[config.mk]
export PLATFORM = sky130hd
export DESIGN_NAME = sync_length_xor_deframer
export DESIGN_NICKNAME = d
export VERILOG_FILES = /design/src/design/sld_pkg.sv /design/src/design/sld_cfg.sv /design/src/design/sld_core.sv /design/src/design/sync_length_xor_deframer.sv
export SDC_FILE = /design/constraint.sdc
export NUM_CORES = 1
export LEC_CHECK = 0
export ABC_AREA = 1
export BUFFER_PORTS_ARGS = -buffer_cell sky130_fd_sc_hd__buf_2
export CORE_ASPECT_RATIO = 0.7
export CORE_MARGIN = 5
export CORE_UTILIZATION = 50
export CTS_CLUSTER_DIAMETER = 50
export DETAILED_ROUTE_END_ITERATION = 10
export PLACE_DENSITY_LB_ADDON = 0.25
export SETUP_SLACK_MARGIN = 0.05
export SYNTH_ARGS = -nofsm -noshare
export SYNTH_HDL_FRONTEND = slang
export SYNTH_SLANG_ARGS = --single-unit
[constraint.sdc]
create_clock -name i_clk -period 3 [get_ports i_clk]
set_clock_uncertainty 0.05 [all_clocks]
set_input_delay 0.3 -clock i_clk [delete_from_list [all_inputs] [get_ports i_clk]]
set_output_delay 0.3 -clock i_clk [all_outputs]
set_load 0.1 [all_outputs]
[src/design/sld_pkg.sv]
`timescale 1ns / 1ps

package sld_pkg;

    // Byte and field widths fixed by the frame format.
    localparam int BYTE_W         = 8;
    localparam int LEN_W          = 16;
    localparam int CFG_DATA_W     = 32;
    localparam int CFG_ADDR_W     = 3;

    // Default number of sync bytes in the rolling window.
    localparam int SYNC_BYTES_DEF = 4;

    // Reset value of the receive buffer capacity.
    localparam logic [LEN_W-1:0] MAX_MESSAGE_RESET = 16'd256;

    // Smallest legal length: id byte plus checksum byte.
    localparam logic [LEN_W-1:0] MIN_FRAME_LENGTH = 16'd2;

    // Register indexes, taken from paddr[2].
    localparam logic CFG_SYNC_PATTERN = 1'b0;
    localparam logic CFG_MAX_MESSAGE  = 1'b1;

    // Framing phase.
    typedef enum logic [1:0] {
        PH_WAIT = 2'd0,
        PH_LEN1 = 2'd1,
        PH_LEN2 = 2'd2,
        PH_DATA = 2'd3
    } t_phase;

    // Event code of one result.
    typedef enum logic [2:0] {
        EV_IDLE      = 3'd0,
        EV_SYNC      = 3'd1,
        EV_LEN       = 3'd2,
        EV_CONTENT   = 3'd3,
        EV_GOOD      = 3'd4,
        EV_BADSUM    = 3'd5,
        EV_OVERFLOW  = 3'd6,
        EV_MALFORMED = 3'd7
    } t_event;

    // Configuration register contents.
    typedef struct packed {
        logic [CFG_DATA_W-1:0] sync_pattern;
        logic [LEN_W-1:0]      max_message_bytes;
    } t_cfg;

    // One result item.
    typedef struct packed {
        t_event             event_res;
        logic [BYTE_W-1:0]  data_byte;
        logic [LEN_W-1:0]   position;
        logic [BYTE_W-1:0]  message_id;
        logic [LEN_W-1:0]   body_len;
        logic               resync_abort;
    } t_result;

endpackage

[src/design/sld_cfg.sv]
`timescale 1ns / 1ps

module sld_cfg (
    input  logic                                i_clk,
    input  logic                                i_rst_n,
    input  logic                                psel,
    input  logic                                penable,
    input  logic                                pwrite,
    input  logic [sld_pkg::CFG_ADDR_W-1:0]      paddr,
    input  logic [sld_pkg::CFG_DATA_W-1:0]      pwdata,
    output logic [sld_pkg::CFG_DATA_W-1:0]      prdata,
    output logic                                pready,
    output sld_pkg::t_cfg                       o_cfg
);

    logic [sld_pkg::CFG_DATA_W-1:0] r_sync_pattern;
    logic [sld_pkg::LEN_W-1:0]      r_max_message_bytes;
    logic                           wr_en;
    logic                           reg_idx;

    // The port never inserts wait states.
    assign pready  = 1'b1;
    assign wr_en   = psel && penable && pwrite && pready;
    assign reg_idx = paddr[2];

    // Register writes at the access phase of a write transfer.
    always_ff @(posedge i_clk) begin
        if (!i_rst_n) begin
            r_sync_pattern      <= '0;
            r_max_message_bytes <= sld_pkg::MAX_MESSAGE_RESET;
        end else if (wr_en) begin
            case (reg_idx)
                sld_pkg::CFG_SYNC_PATTERN: r_sync_pattern <= pwdata;
                sld_pkg::CFG_MAX_MESSAGE:  r_max_message_bytes <= pwdata[sld_pkg::LEN_W-1:0];
                default: ;
            endcase
        end
    end

    // Read data follows the address.
    always_comb begin
        case (reg_idx)
            sld_pkg::CFG_SYNC_PATTERN: prdata = r_sync_pattern;
            sld_pkg::CFG_MAX_MESSAGE:
                prdata = {{(sld_pkg::CFG_DATA_W-sld_pkg::LEN_W){1'b0}}, r_max_message_bytes};
            default: prdata = '0;
        endcase
    end

    assign o_cfg.sync_pattern      = r_sync_pattern;
    assign o_cfg.max_message_bytes = r_max_message_bytes;

endmodule

[src/design/sld_core.sv]
`timescale 1ns / 1ps

module sld_core #(
    parameter int SYNC_BYTES = sld_pkg::SYNC_BYTES_DEF
) (
    input  logic                        i_clk,
    input  logic                        i_rst_n,
    input  logic                        i_fire,
    input  logic [sld_pkg::BYTE_W-1:0]  i_rx_byte,
    input  sld_pkg::t_cfg               i_cfg,
    output sld_pkg::t_result            o_res
);

    localparam int WIN_W = sld_pkg::BYTE_W * SYNC_BYTES;
    localparam int PAT_W = (WIN_W > sld_pkg::CFG_DATA_W) ? WIN_W : sld_pkg::CFG_DATA_W;

    logic [WIN_W-1:0]            r_window;
    logic [WIN_W-1:0]            n_window;
    sld_pkg::t_phase             r_phase;
    sld_pkg::t_phase             n_phase;
    logic [sld_pkg::LEN_W-1:0]   r_frame_length;
    logic [sld_pkg::LEN_W-1:0]   n_frame_length;
    logic [sld_pkg::LEN_W-1:0]   r_byte_count;
    logic [sld_pkg::LEN_W-1:0]   n_byte_count;
    logic [sld_pkg::BYTE_W-1:0]  r_running_xor;
    logic [sld_pkg::BYTE_W-1:0]  n_running_xor;
    logic [sld_pkg::BYTE_W-1:0]  r_held_id;
    logic [sld_pkg::BYTE_W-1:0]  n_held_id;

    logic [WIN_W+sld_pkg::BYTE_W-1:0] win_shift;
    logic [PAT_W-1:0]            pat_ext;
    logic                        sync_match;
    logic [sld_pkg::LEN_W-1:0]   full_length;
    logic                        len_short;
    logic                        overflow;
    logic [sld_pkg::LEN_W-1:0]   count_inc;
    logic                        last_byte;

    // Shared decode of the incoming byte against the current state.
    assign win_shift   = {r_window, i_rx_byte};
    assign n_window    = win_shift[WIN_W-1:0];
    assign pat_ext     = PAT_W'(i_cfg.sync_pattern);
    assign sync_match  = (n_window == pat_ext[WIN_W-1:0]);
    assign full_length = {r_frame_length[sld_pkg::LEN_W-1:sld_pkg::BYTE_W], i_rx_byte};
    assign len_short   = (full_length < sld_pkg::MIN_FRAME_LENGTH);
    assign overflow    = (r_byte_count >= i_cfg.max_message_bytes);
    assign count_inc   = r_byte_count + 16'd1;
    assign last_byte   = (count_inc >= r_frame_length);

    // Next framing phase.
    always_comb begin
        n_phase = r_phase;
        if (sync_match) begin
            n_phase = sld_pkg::PH_LEN1;
        end else begin
            case (r_phase)
                sld_pkg::PH_WAIT: n_phase = sld_pkg::PH_WAIT;
                sld_pkg::PH_LEN1: n_phase = sld_pkg::PH_LEN2;
                sld_pkg::PH_LEN2: n_phase = len_short ? sld_pkg::PH_WAIT : sld_pkg::PH_DATA;
                sld_pkg::PH_DATA: n_phase = (overflow || last_byte) ? sld_pkg::PH_WAIT
                                                                     : sld_pkg::PH_DATA;
                default: n_phase = sld_pkg::PH_WAIT;
            endcase
        end
    end

    // Result fields and datapath state for this byte.
    always_comb begin
        n_frame_length = r_frame_length;
        n_byte_count   = r_byte_count;
        n_running_xor  = r_running_xor;
        n_held_id      = r_held_id;
        o_res          = '0;
        o_res.event_res = sld_pkg::EV_IDLE;
        if (sync_match) begin
            o_res.event_res    = sld_pkg::EV_SYNC;
            o_res.resync_abort = (r_phase != sld_pkg::PH_WAIT);
            n_frame_length     = '0;
        end else begin
            case (r_phase)
                sld_pkg::PH_LEN1: begin
                    o_res.event_res = sld_pkg::EV_LEN;
                    o_res.data_byte = i_rx_byte;
                    n_frame_length  = {i_rx_byte, {sld_pkg::BYTE_W{1'b0}}};
                end
                sld_pkg::PH_LEN2: begin
                    o_res.data_byte = i_rx_byte;
                    n_byte_count    = '0;
                    n_running_xor   = '0;
                    n_held_id       = '0;
                    if (len_short) begin
                        o_res.event_res = sld_pkg::EV_MALFORMED;
                        n_frame_length  = '0;
                    end else begin
                        o_res.event_res = sld_pkg::EV_LEN;
                        n_frame_length  = full_length;
                    end
                end
                sld_pkg::PH_DATA: begin
                    if (overflow) begin
                        // Byte is dropped; report where the buffer ran out.
                        o_res.event_res  = sld_pkg::EV_OVERFLOW;
                        o_res.position   = r_byte_count;
                        o_res.message_id = (r_byte_count != '0) ? r_held_id : '0;
                        n_byte_count     = '0;
                    end else begin
                        o_res.data_byte = i_rx_byte;
                        o_res.position  = r_byte_count;
                        if (r_byte_count == '0) begin
                            n_held_id = i_rx_byte;
                        end
                        n_byte_count = count_inc;
                        if (last_byte) begin
                            // Checksum byte closes the message.
                            o_res.event_res    = (r_running_xor == i_rx_byte) ? sld_pkg::EV_GOOD
                                                                              : sld_pkg::EV_BADSUM;
                            o_res.message_id   = (r_byte_count == '0) ? i_rx_byte : r_held_id;
                            o_res.body_len     = r_frame_length - sld_pkg::MIN_FRAME_LENGTH;
                            n_frame_length     = '0;
                        end else begin
                            o_res.event_res = sld_pkg::EV_CONTENT;
                            n_running_xor   = r_running_xor ^ i_rx_byte;
                        end
                    end
                end
                default: ;
            endcase
        end
    end

    // State advances once per transfer into the result register.
    always_ff @(posedge i_clk) begin
        if (!i_rst_n) begin
            r_window       <= '0;
            r_phase        <= sld_pkg::PH_WAIT;
            r_frame_length <= '0;
            r_byte_count   <= '0;
            r_running_xor  <= '0;
            r_held_id      <= '0;
        end else if (i_fire) begin
            r_window       <= n_window;
            r_phase        <= n_phase;
            r_frame_length <= n_frame_length;
            r_byte_count   <= n_byte_count;
            r_running_xor  <= n_running_xor;
            r_held_id      <= n_held_id;
        end
    end

    // A sync match always enters the first length byte phase.
    a_sync_restarts: assert property (@(posedge i_clk) disable iff (!i_rst_n)
        (i_fire && o_res.event_res == sld_pkg::EV_SYNC) |=> (r_phase == sld_pkg::PH_LEN1))
        else $error("sync match did not restart framing");

    // Overflow abandons the message and clears the count.
    a_overflow_exit: assert property (@(posedge i_clk) disable iff (!i_rst_n)
        (i_fire && o_res.event_res == sld_pkg::EV_OVERFLOW)
        |=> (r_phase == sld_pkg::PH_WAIT && r_byte_count == '0))
        else $error("overflow did not return to waiting");

    // Content is only collected for a length that holds an id and a checksum.
    a_data_length: assert property (@(posedge i_clk) disable iff (!i_rst_n)
        (r_phase == sld_pkg::PH_DATA) |-> (r_frame_length >= sld_pkg::MIN_FRAME_LENGTH))
        else $error("content phase with a short length");

    // The abort flag only comes with a sync event.
    a_abort_on_sync: assert property (@(posedge i_clk) disable iff (!i_rst_n)
        o_res.resync_abort |-> (o_res.event_res == sld_pkg::EV_SYNC))
        else $error("resync abort without a sync event");

endmodule

[src/design/sync_length_xor_deframer.sv]
`timescale 1ns / 1ps

// Sync-word, length-prefixed frame receiver with XOR checksum.
// Input channel: one received byte per transfer on i_rx_byte, taken when
// i_in_valid is high and o_in_stall is low. Output channel: one result per
// input byte (event code, echoed byte, content position, message id,
// payload size, resync flag), taken when o_out_valid is high and
// i_out_stall is low.
// Path: a byte accepted lands in the input register, its result is
// computed from that register and the framing state and is captured in
// the output register, from which it is taken. Throughput is one byte per
// cycle while the receiver does not stall, set by the single registered
// pass through the framing logic.
// When the receiver stalls, the result holds in the output register while
// one more byte may wait in the input register; o_in_stall rises only when
// both are full.
// Reset (synchronous, active low) empties both registers, returns framing
// to waiting for sync with a cleared window, and loads the configuration
// defaults: sync pattern zero, capacity 256 bytes. The APB port writes
// sync_pattern at 0x0 and max_message_bytes at 0x4; write only while idle.
module sync_length_xor_deframer #(
    parameter int SYNC_BYTES = sld_pkg::SYNC_BYTES_DEF
) (
    input  logic                                i_clk,
    input  logic                                i_rst_n,
    input  logic                                psel,
    input  logic                                penable,
    input  logic                                pwrite,
    input  logic [sld_pkg::CFG_ADDR_W-1:0]      paddr,
    input  logic [sld_pkg::CFG_DATA_W-1:0]      pwdata,
    output logic [sld_pkg::CFG_DATA_W-1:0]      prdata,
    output logic                                pready,
    input  logic                                i_in_valid,
    output logic                                o_in_stall,
    input  logic [sld_pkg::BYTE_W-1:0]          i_rx_byte,
    output logic                                o_out_valid,
    input  logic                                i_out_stall,
    output logic [2:0]                          o_event_res,
    output logic [sld_pkg::BYTE_W-1:0]          o_data_byte,
    output logic [sld_pkg::LEN_W-1:0]           o_position,
    output logic [sld_pkg::BYTE_W-1:0]          o_message_id,
    output logic [sld_pkg::LEN_W-1:0]           o_body_len,
    output logic                                o_resync_abort
);

    sld_pkg::t_cfg               cfg;
    sld_pkg::t_result            step_res;
    logic                        r_in_valid;
    logic [sld_pkg::BYTE_W-1:0]  r_in_byte;
    logic                        r_out_valid;
    sld_pkg::t_result            r_out;
    logic                        out_advance;
    logic                        fire;

    sld_cfg u_cfg (
        .i_clk   (i_clk),
        .i_rst_n (i_rst_n),
        .psel    (psel),
        .penable (penable),
        .pwrite  (pwrite),
        .paddr   (paddr),
        .pwdata  (pwdata),
        .prdata  (prdata),
        .pready  (pready),
        .o_cfg   (cfg)
    );

    // Pipeline flow control: output register frees when empty or taken.
    assign out_advance = !r_out_valid || !i_out_stall;
    assign fire        = r_in_valid && out_advance;
    assign o_in_stall  = r_in_valid && !out_advance;

    // Input register.
    always_ff @(posedge i_clk) begin
        if (!i_rst_n) begin
            r_in_valid <= 1'b0;
        end else if (!o_in_stall) begin
            r_in_valid <= i_in_valid;
        end
    end

    always_ff @(posedge i_clk) begin
        if (i_in_valid && !o_in_stall) begin
            r_in_byte <= i_rx_byte;
        end
    end

    sld_core #(
        .SYNC_BYTES (SYNC_BYTES)
    ) u_core (
        .i_clk     (i_clk),
        .i_rst_n   (i_rst_n),
        .i_fire    (fire),
        .i_rx_byte (r_in_byte),
        .i_cfg     (cfg),
        .o_res     (step_res)
    );

    // Result register.
    always_ff @(posedge i_clk) begin
        if (!i_rst_n) begin
            r_out_valid <= 1'b0;
        end else if (out_advance) begin
            r_out_valid <= r_in_valid;
        end
    end

    always_ff @(posedge i_clk) begin
        if (fire) begin
            r_out <= step_res;
        end
    end

    assign o_out_valid    = r_out_valid;
    assign o_event_res    = r_out.event_res;
    assign o_data_byte    = r_out.data_byte;
    assign o_position     = r_out.position;
    assign o_message_id   = r_out.message_id;
    assign o_body_len     = r_out.body_len;
    assign o_resync_abort = r_out.resync_abort;

endmodule

* Word-level counts from Yosys, hierarchy flattened
Cells that the tools add are included.
** Operators by class
- $add $sub $neg :: 2
- $mul :: 0
- Divide/modulo/power cells :: 0
- $lt $le $gt $ge :: 3
- Equality and inequality tests :: 10
- Shift-type cells :: 0
- Muxes and demuxes :: 27
- Bitwise gates (word level) :: 5
- Reduce and logical (&&, ||, !) cells :: 26
** Operator list (count)
- $mux 16 :: 5
- $pmux 32 s2 :: 1
- $mux 8 :: 7
- $pmux 16 s3 :: 1
- $pmux 11 s3 :: 1
- $eq 32x32->1 :: 1
- $ge 16x16->1 :: 2
- $pmux 16 s2 :: 1
- $pmux 8 s2 :: 2
- $mux 24 :: 1
- $add 16x1->16 const B :: 1
- $logic_not 16->1 :: 1
- $lt 16x2->1 const B :: 1
- $reduce_bool 16->1 :: 1
- $sub 16x2->16 const B :: 1
- $reduce_and 5->1 :: 2
- $mux 3 :: 3
- $eq 8x8->1 :: 1
- $pmux 2 s4 :: 1
- $reduce_and 4->1 :: 2
- $xor 8x8->8 :: 1
- $mux 2 :: 3
- $ne 3x1->1 const B :: 2
- $logic_and 1x1->1 :: 5
- 15 further kinds :: 26
** Storage, ports and cells
- Register bits :: 184
- Bits in latches :: 0
- Bits in writable memories :: 0
- Memory bits (read-only) :: 0
- Bits of input ports :: 50
- Output and inout bits :: 87
- Logic and storage cells :: 91
- Memories kept :: 0

* Depth between registers and ports, before layout
- Depth in word-level cells :: 6
- Mapped depth :: 21
- Mapped depth without buffers :: 21

* Modules after synthesis
From an unflattened synthesis, not the netlist that was laid out.
** Second synthesis, totals
- Cell total of the unflattened synthesis :: 1399
- Area total of the unflattened synthesis :: 9932.0 µm²
** By module, submodules not included
- sld_core :: times used 1, cells an instance 942, area an instance 5699.2 µm², sequential area each 1481.4 µm²
- sld_cfg :: times used 1, cells an instance 384, area an instance 2336.0 µm², sequential area each 960.9 µm²
- sync_length_xor_deframer :: times used 1, cells an instance 73, area an instance 1896.8 µm², sequential area each 1841.8 µm²

* Least setup slack after synthesis
Ideal clock, no wire load.
- Path type :: register -> register
- Start point :: reg r_out_valid, in the netlist o_out_valid
- End point :: reg r_out, in the netlist o_body_len[0], enable pin
- Library setup time :: 437 ps
- Arrival time :: 2819 ps
- Data required time :: 2513 ps
- Slack :: -306 ps
- Cell stages (with the launch flop) :: 5
- Path buffers :: 1
- Clock period less this slack :: 3306 ps
- Cells stage by stage :: dfxtp_1 nand2_1 inv_1 nor2_1 clkbuf_1
** On the way
- Cells in the longest elaborated chain, start to end :: 3
** RTL lines
- start, declared :: RTL line sync_length_xor_deframer.sv:50 : logic r_out_valid;
- start signal, assigned :: RTL line sync_length_xor_deframer.sv:104 : r_out_valid <= r_in_valid;
- $logic_not 1->1 :: RTL line sync_length_xor_deframer.sv:69 : assign out_advance = !r_out_valid || !i_out_stall;
- $logic_or 1x1->1 :: RTL line sync_length_xor_deframer.sv:69
- $logic_and 1x1->1 :: RTL line sync_length_xor_deframer.sv:70 : assign fire = r_in_valid && out_advance;
- via fire :: RTL line sync_length_xor_deframer.sv:53 : logic fire;
- end signal, assigned :: RTL line sync_length_xor_deframer.sv:110 : r_out <= step_res;
- end, declared :: RTL line sync_length_xor_deframer.sv:51 : sld_pkg::t_result r_out;
The timed path passes the listed nets, and every way through them passes these cells.
A chain may end at the register's enable or synchronous reset.

* Final worst setup path
- Start point :: reg u_core.r_byte_count[1] (netlist name)
- End point :: reg r_out, in the netlist o_body_len[9], data pin
** On the way
- Cells in the longest elaborated chain, start to end :: 4
- Elaborated cells between the ends (all ways) :: 5
- Classes of those cells :: 1 x add/sub; 2 x order compare; 1 x bitwise; 1 x reduce/logical
** RTL lines
- start, declared :: RTL line sld_core.sv:23 : logic [sld_pkg::LEN_W-1:0] r_byte_count;
- start signal, assigned :: RTL line sld_core.sv:144 : r_byte_count <= n_byte_count;
- $add 16x1->16 :: RTL line sld_core.sv:47 : assign count_inc = r_byte_count + 16'd1;
- $ge 16x16->1 :: RTL line sld_core.sv:48 : assign last_byte = (count_inc >= r_frame_length);
- $not 1->1 (no line)
- $reduce_or 4->1 (no line) *
Every way passes the cells marked *; elsewhere a longest branch is shown, timed or not.

==> flow_results.org <==
** Critical path
- Buf/Inv on CP :: 4
- Worst stage delay on the critical path :: roughly 0.38 ns
- STA puts the critical path data required time at around 3.2 ns.
- The critical path goes through inv_4 > nor3_4 > nand2_2 > nor2_4 > nand3_4 > buf_6 > xor2_2 > inv_2 > ha_4 > nand2_1 > o21bai_1 > a21oi_1 > nor2_1 > nand2_2 > nand2_4 > nor2_4 > nand2_4 > clkbuf_16 > nor3_2.
- Kind of cell with the highest combined delay on the critical path :: simple AND/OR/NAND/NOR gates
- Type of the setup path with the least slack :: reg -> reg
- The worst setup path is launched from a flop.
- The worst setup path is captured at a flop.
- Of all nets on the critical path, the largest fanout is 8.
- Worst-path cell with the longest stage delay :: sky130_fd_sc_hd__dfxtp_4
- For the worst setup path, the data arrival time is 3.44 ns.

** Hold path
- In this run the worst hold path is classified as in -> reg.

** Clock network
- The longest clock path from root to sink contains 2 buffers.
- In this run the clock root is driven by a sky130_fd_sc_hd__clkbuf_16.
- TritonCTS buffer count :: 17
- Counting every sink on the clock net gives between 150 and 200.
- TritonCTS built the clock tree.
- Clock insertion delay at the later pin of the skew report :: approximately 0.44 ns
- The H-tree was split into 4 levels.
- Clock-pin slew was measured on the worst setup and hold paths at 0.07 ns.

** Route
- Aggregate routed wire length :: 26000 um
- In the routed design, unresolved DRC markers number 0.
- Dividing the detail-routed via count by the number of cells gives approximately 5.2.
- In the final routed layout, each cell accounts on average for roughly 16 um.
- The detail route stage leaves a number of antenna-violating nets equal to 0.
- The detailed router finished its first iteration with around 900 violations.
- Vias :: roughly 8.5k
- For this run, the detailed router's first-pass iteration total came to 5.

** Power
- The worst-case IR drop observed on VDD is ~390 uV.
- Logic pwr share :: 0.166
- Relative contribution of the clock network to total power :: 0.379
- Summed over all nets, the switching power comes to 1.87 mW.
- Fraction of power consumed by sequential logic :: 0.455
- Switching portion of total power :: 0.312
- Reported leakage power :: between 5 and 6 nW
- Cell internal power was estimated by the tool at just over 4 mW.
- Areal power density over the cells :: around 530 mW/mm2

** Finish
- Post-Layout Cell Count :: around 1.6k
- Ratio of cells with drive above 1 in the final layout :: 0.225
- Diodes inserted :: 0
- Fill cells :: about 1.6k
- The final layout contains between 1k and 1.5k nets.
- From synthesis to final layout, the design area changed by 25.0%.

** Global route
- Wire length of the first global-routing pass :: ~40000 um
- Across every metal layer, demand over resource in global routing totals 0.243.
- Initial antenna violation count :: 0
- Total overflow reported by the global router :: 0
- Via count of the first global-routing pass :: roughly 7.6k
- Maximum number of pins on one net before global-route repair :: 58

** STA
- Post-layout worst setup margin :: -0.207 ns
- Fin crit period :: between 3 and 4 ns
- Number of failing setup endpoints in the final timing report :: 52
- For the pin with the worst max-slew slack, the measured transition is about 0.84 ns.
- The number of hold violations in the final report was 0.
- Final slew viol count :: 0
- Final cycle utilization of the critical path :: 1.07
- The worst pin sits at a relative slew slack of 0.439.
- Setup repair after global routing could not meet its margin everywhere.
- Final worst hold slack :: roughly 0.052 ns
- Maximum achievable frequency :: between 0.3 and 0.4 GHz

** Die
- Horiz. Die Dim :: around 170 um
- Row generation in the floorplan step produced slightly above 40 rows.
- Chip height :: ~120 um
- Initial standard-cell utilization of the core :: 0.508
- In this run the standard cell core region covers 0.0180 mm2.
- Die Footprint :: approximately 0.021 mm2
- For this design the top-level I/O count stands at 137.

** Placed design
- At the end of routability-driven placement, the weighted congestion stood at between 0.9 and 1.
- After detailed placement, the design holds a cell count of 1582.
- Pre-CTS setup slack :: -0.260 ns
- Hpwl dp :: 18200 um
- Port bufs :: roughly 130

** Synthesis
- Synthesis inferred between 150 and 200 register bits.
- By count the netlist is led by sky130_fd_sc_hd__nand2_1, sky130_fd_sc_hd__nor2_1, sky130_fd_sc_hd__inv_1, sky130_fd_sc_hd__a21oi_1, sky130_fd_sc_hd__dfxtp_1.
- Synth async-reset ratio :: 0
- A synthesized cell averages approximately 7.5 um2.
- Yosys instantiated no cell more often than sky130_fd_sc_hd__nand2_1.
- Cell type with the largest total area after synthesis :: sky130_fd_sc_hd__dfxtp_1
- Post-synthesis cell count :: 1211
- In this run the cell area of the synthesized design comes to a little over 0.009 mm2.
- Ranked by total cell area, the synthesized netlist is headed by sky130_fd_sc_hd__dfxtp_1, sky130_fd_sc_hd__edfxtp_1, sky130_fd_sc_hd__nand2_1.
- During synthesis, Yosys emitted a total of 0 warnings.
- The synthesized design contains 60 enable-type register cells.
- In the synthesized netlist the dominant register cell turns out to be sky130_fd_sc_hd__dfxtp_1.
- Sequential share of the synthesized area :: 0.469
- Of the post-synthesis cell area, the dominant cell type holds 0.272.
- The synthesized netlist contains 36 unique library cells.
- Net count of the mapped netlist :: ~1.3k

** Outcome
- The checks that failed: setup timing.
- The run finished, with violations left.

** Run
- Max-cap violations :: 0
==> final cells by class <==
cell class | count | area [um2] | share of cell area
timing repair buffer | 196 | 1220 | 0.107
multi-input combinational | 827 | 4420 | 0.387
tap | 236 | 295 | 0.0259
sequential | 184 | 4290 | 0.376
clock inverter | 14 | 138 | 0.0121
clock buffer | 18 | 450 | 0.0395
inverter | 156 | 593 | 0.0520
==> logic make-up after synthesis <==
group | synth area share
other | 0.000411
AND/OR/NAND/NOR | 0.229
AO/OA/AOI/OAI | 0.143
adder cells (fa/ha/maj) | 0.0480
flip-flops | 0.469
XOR/XNOR | 0.0250
buffers and inverters | 0.0849
==> power groups by stage <==
| stage | clock network (mW) | registers (mW) | logic, mW |
|---|---|---|---|
| 2_1_floorplan | 0 | 2.95 | 0.519 |
| 3_3_place_gp | 0 | 2.78 | 0.911 |
| 3_5_place_dp | 0 | 2.78 | 0.922 |
| 4_1_cts | 2.30 | 2.73 | 0.942 |
| 5_1_grt | 2.41 | 2.74 | 1.07 |
| 6_report | 2.27 | 2.73 | 0.993 |
==> registers in the layout (all words and copies together) (netlist names), 2 cells and up <==
signal and count:
u_core.r_window 24, o_event_res 3, o_position 16, u_cfg.r_sync_pattern 32, u_core.r_phase 2, r_in_byte 8
o_body_len 16, u_core.r_held_id 8, u_core.r_byte_count 16, u_core.r_running_xor 8, u_cfg.r_max_message_bytes 16, o_message_id 8
o_data_byte 8, u_core.r_frame_length 16
==> tightest hold or removal path, cell delays in order <==
cell and delay (ns):
sky130_fd_sc_hd__buf_2 0.09, sky130_fd_sc_hd__nor2_1 0.04, sky130_fd_sc_hd__nor2_1 0.08
==> per-layer routing <==
layer	GRT usage	share of wire	vias up
met2	0.354	0.43	302
met3	0.0566	0.089	26
met4	0.0529	0.012	0
met5	0	0	-
met1	0.368	0.47	3937
li1	-	-	4242
==> per-stage QoR <==
step | TNS, ns | instance area, um2 | total power [mW] | util
6_report | -6.78 | 11400 | 6.00 | 0.635
5_1_grt | -11.82 | 11400 | 6.22 | 0.635
4_1_cts | 0 | 11100 | 5.97 | 0.616
3_5_place_dp | -6.16 | 10300 | 3.71 | 0.572
3_3_place_gp | -0.969 | 10300 | 3.69 | 0.572
2_1_floorplan | 0 | 9130 | 3.47 | -
==> cell usage in the layout (no fill, tap or decap), drive strengths merged <==
| cell type | instances |
|---|---|
| dlygate4sd3 | 8 |
| buf | 187 |
| dfxtp | 124 |
| nand3 | 20 |
| nand4 | 17 |
| edfxtp | 60 |
| o21a | 1 |
| ha | 35 |
| xnor2 | 8 |
| clkinv | 9 |
| a21oi | 131 |
| nor2 | 159 |
| and2 | 2 |
| o31ai | 1 |
| nor3 | 14 |
| nand2 | 291 |
| o21ai | 120 |
| nor4 | 4 |
| or2 | 2 |
| clkinvlp | 1 |
| bufinv | 1 |
| clkbuf | 19 |
| inv | 159 |
| xor2 | 18 |
| conb | 1 |
| o21bai | 3 |
==> repair_timing <==
item	4_1_cts	5_1_grt
resized for setup	30	75
cloned	0	1
setup buffers	4	4
pin swaps	7	33
setup endpoints to repair	52	53
hold buffers	8	0
endpoints found under the hold margin	8	0
==> worst paths after layout <==
kind                                  startpoint                                   endpoint  slack, ns  cells after the start
min                                    pwdata[0]  u_cfg.r_max_message_bytes[0]$_SDFFE_PN0P_       0.05                      3
max          u_core.r_byte_count[1]$_SDFFE_PN0P_                o_body_len[9]$_SDFFCE_PP0P_      -0.21                     19
min reg2reg     u_core.r_held_id[2]$_SDFFE_PN0P_           u_core.r_held_id[2]$_SDFFE_PN0P_       0.42                      2
max reg2reg  u_core.r_byte_count[1]$_SDFFE_PN0P_                o_body_len[9]$_SDFFCE_PP0P_      -0.21                     19
No activity file was read; power rests on OpenSTA's default activity.
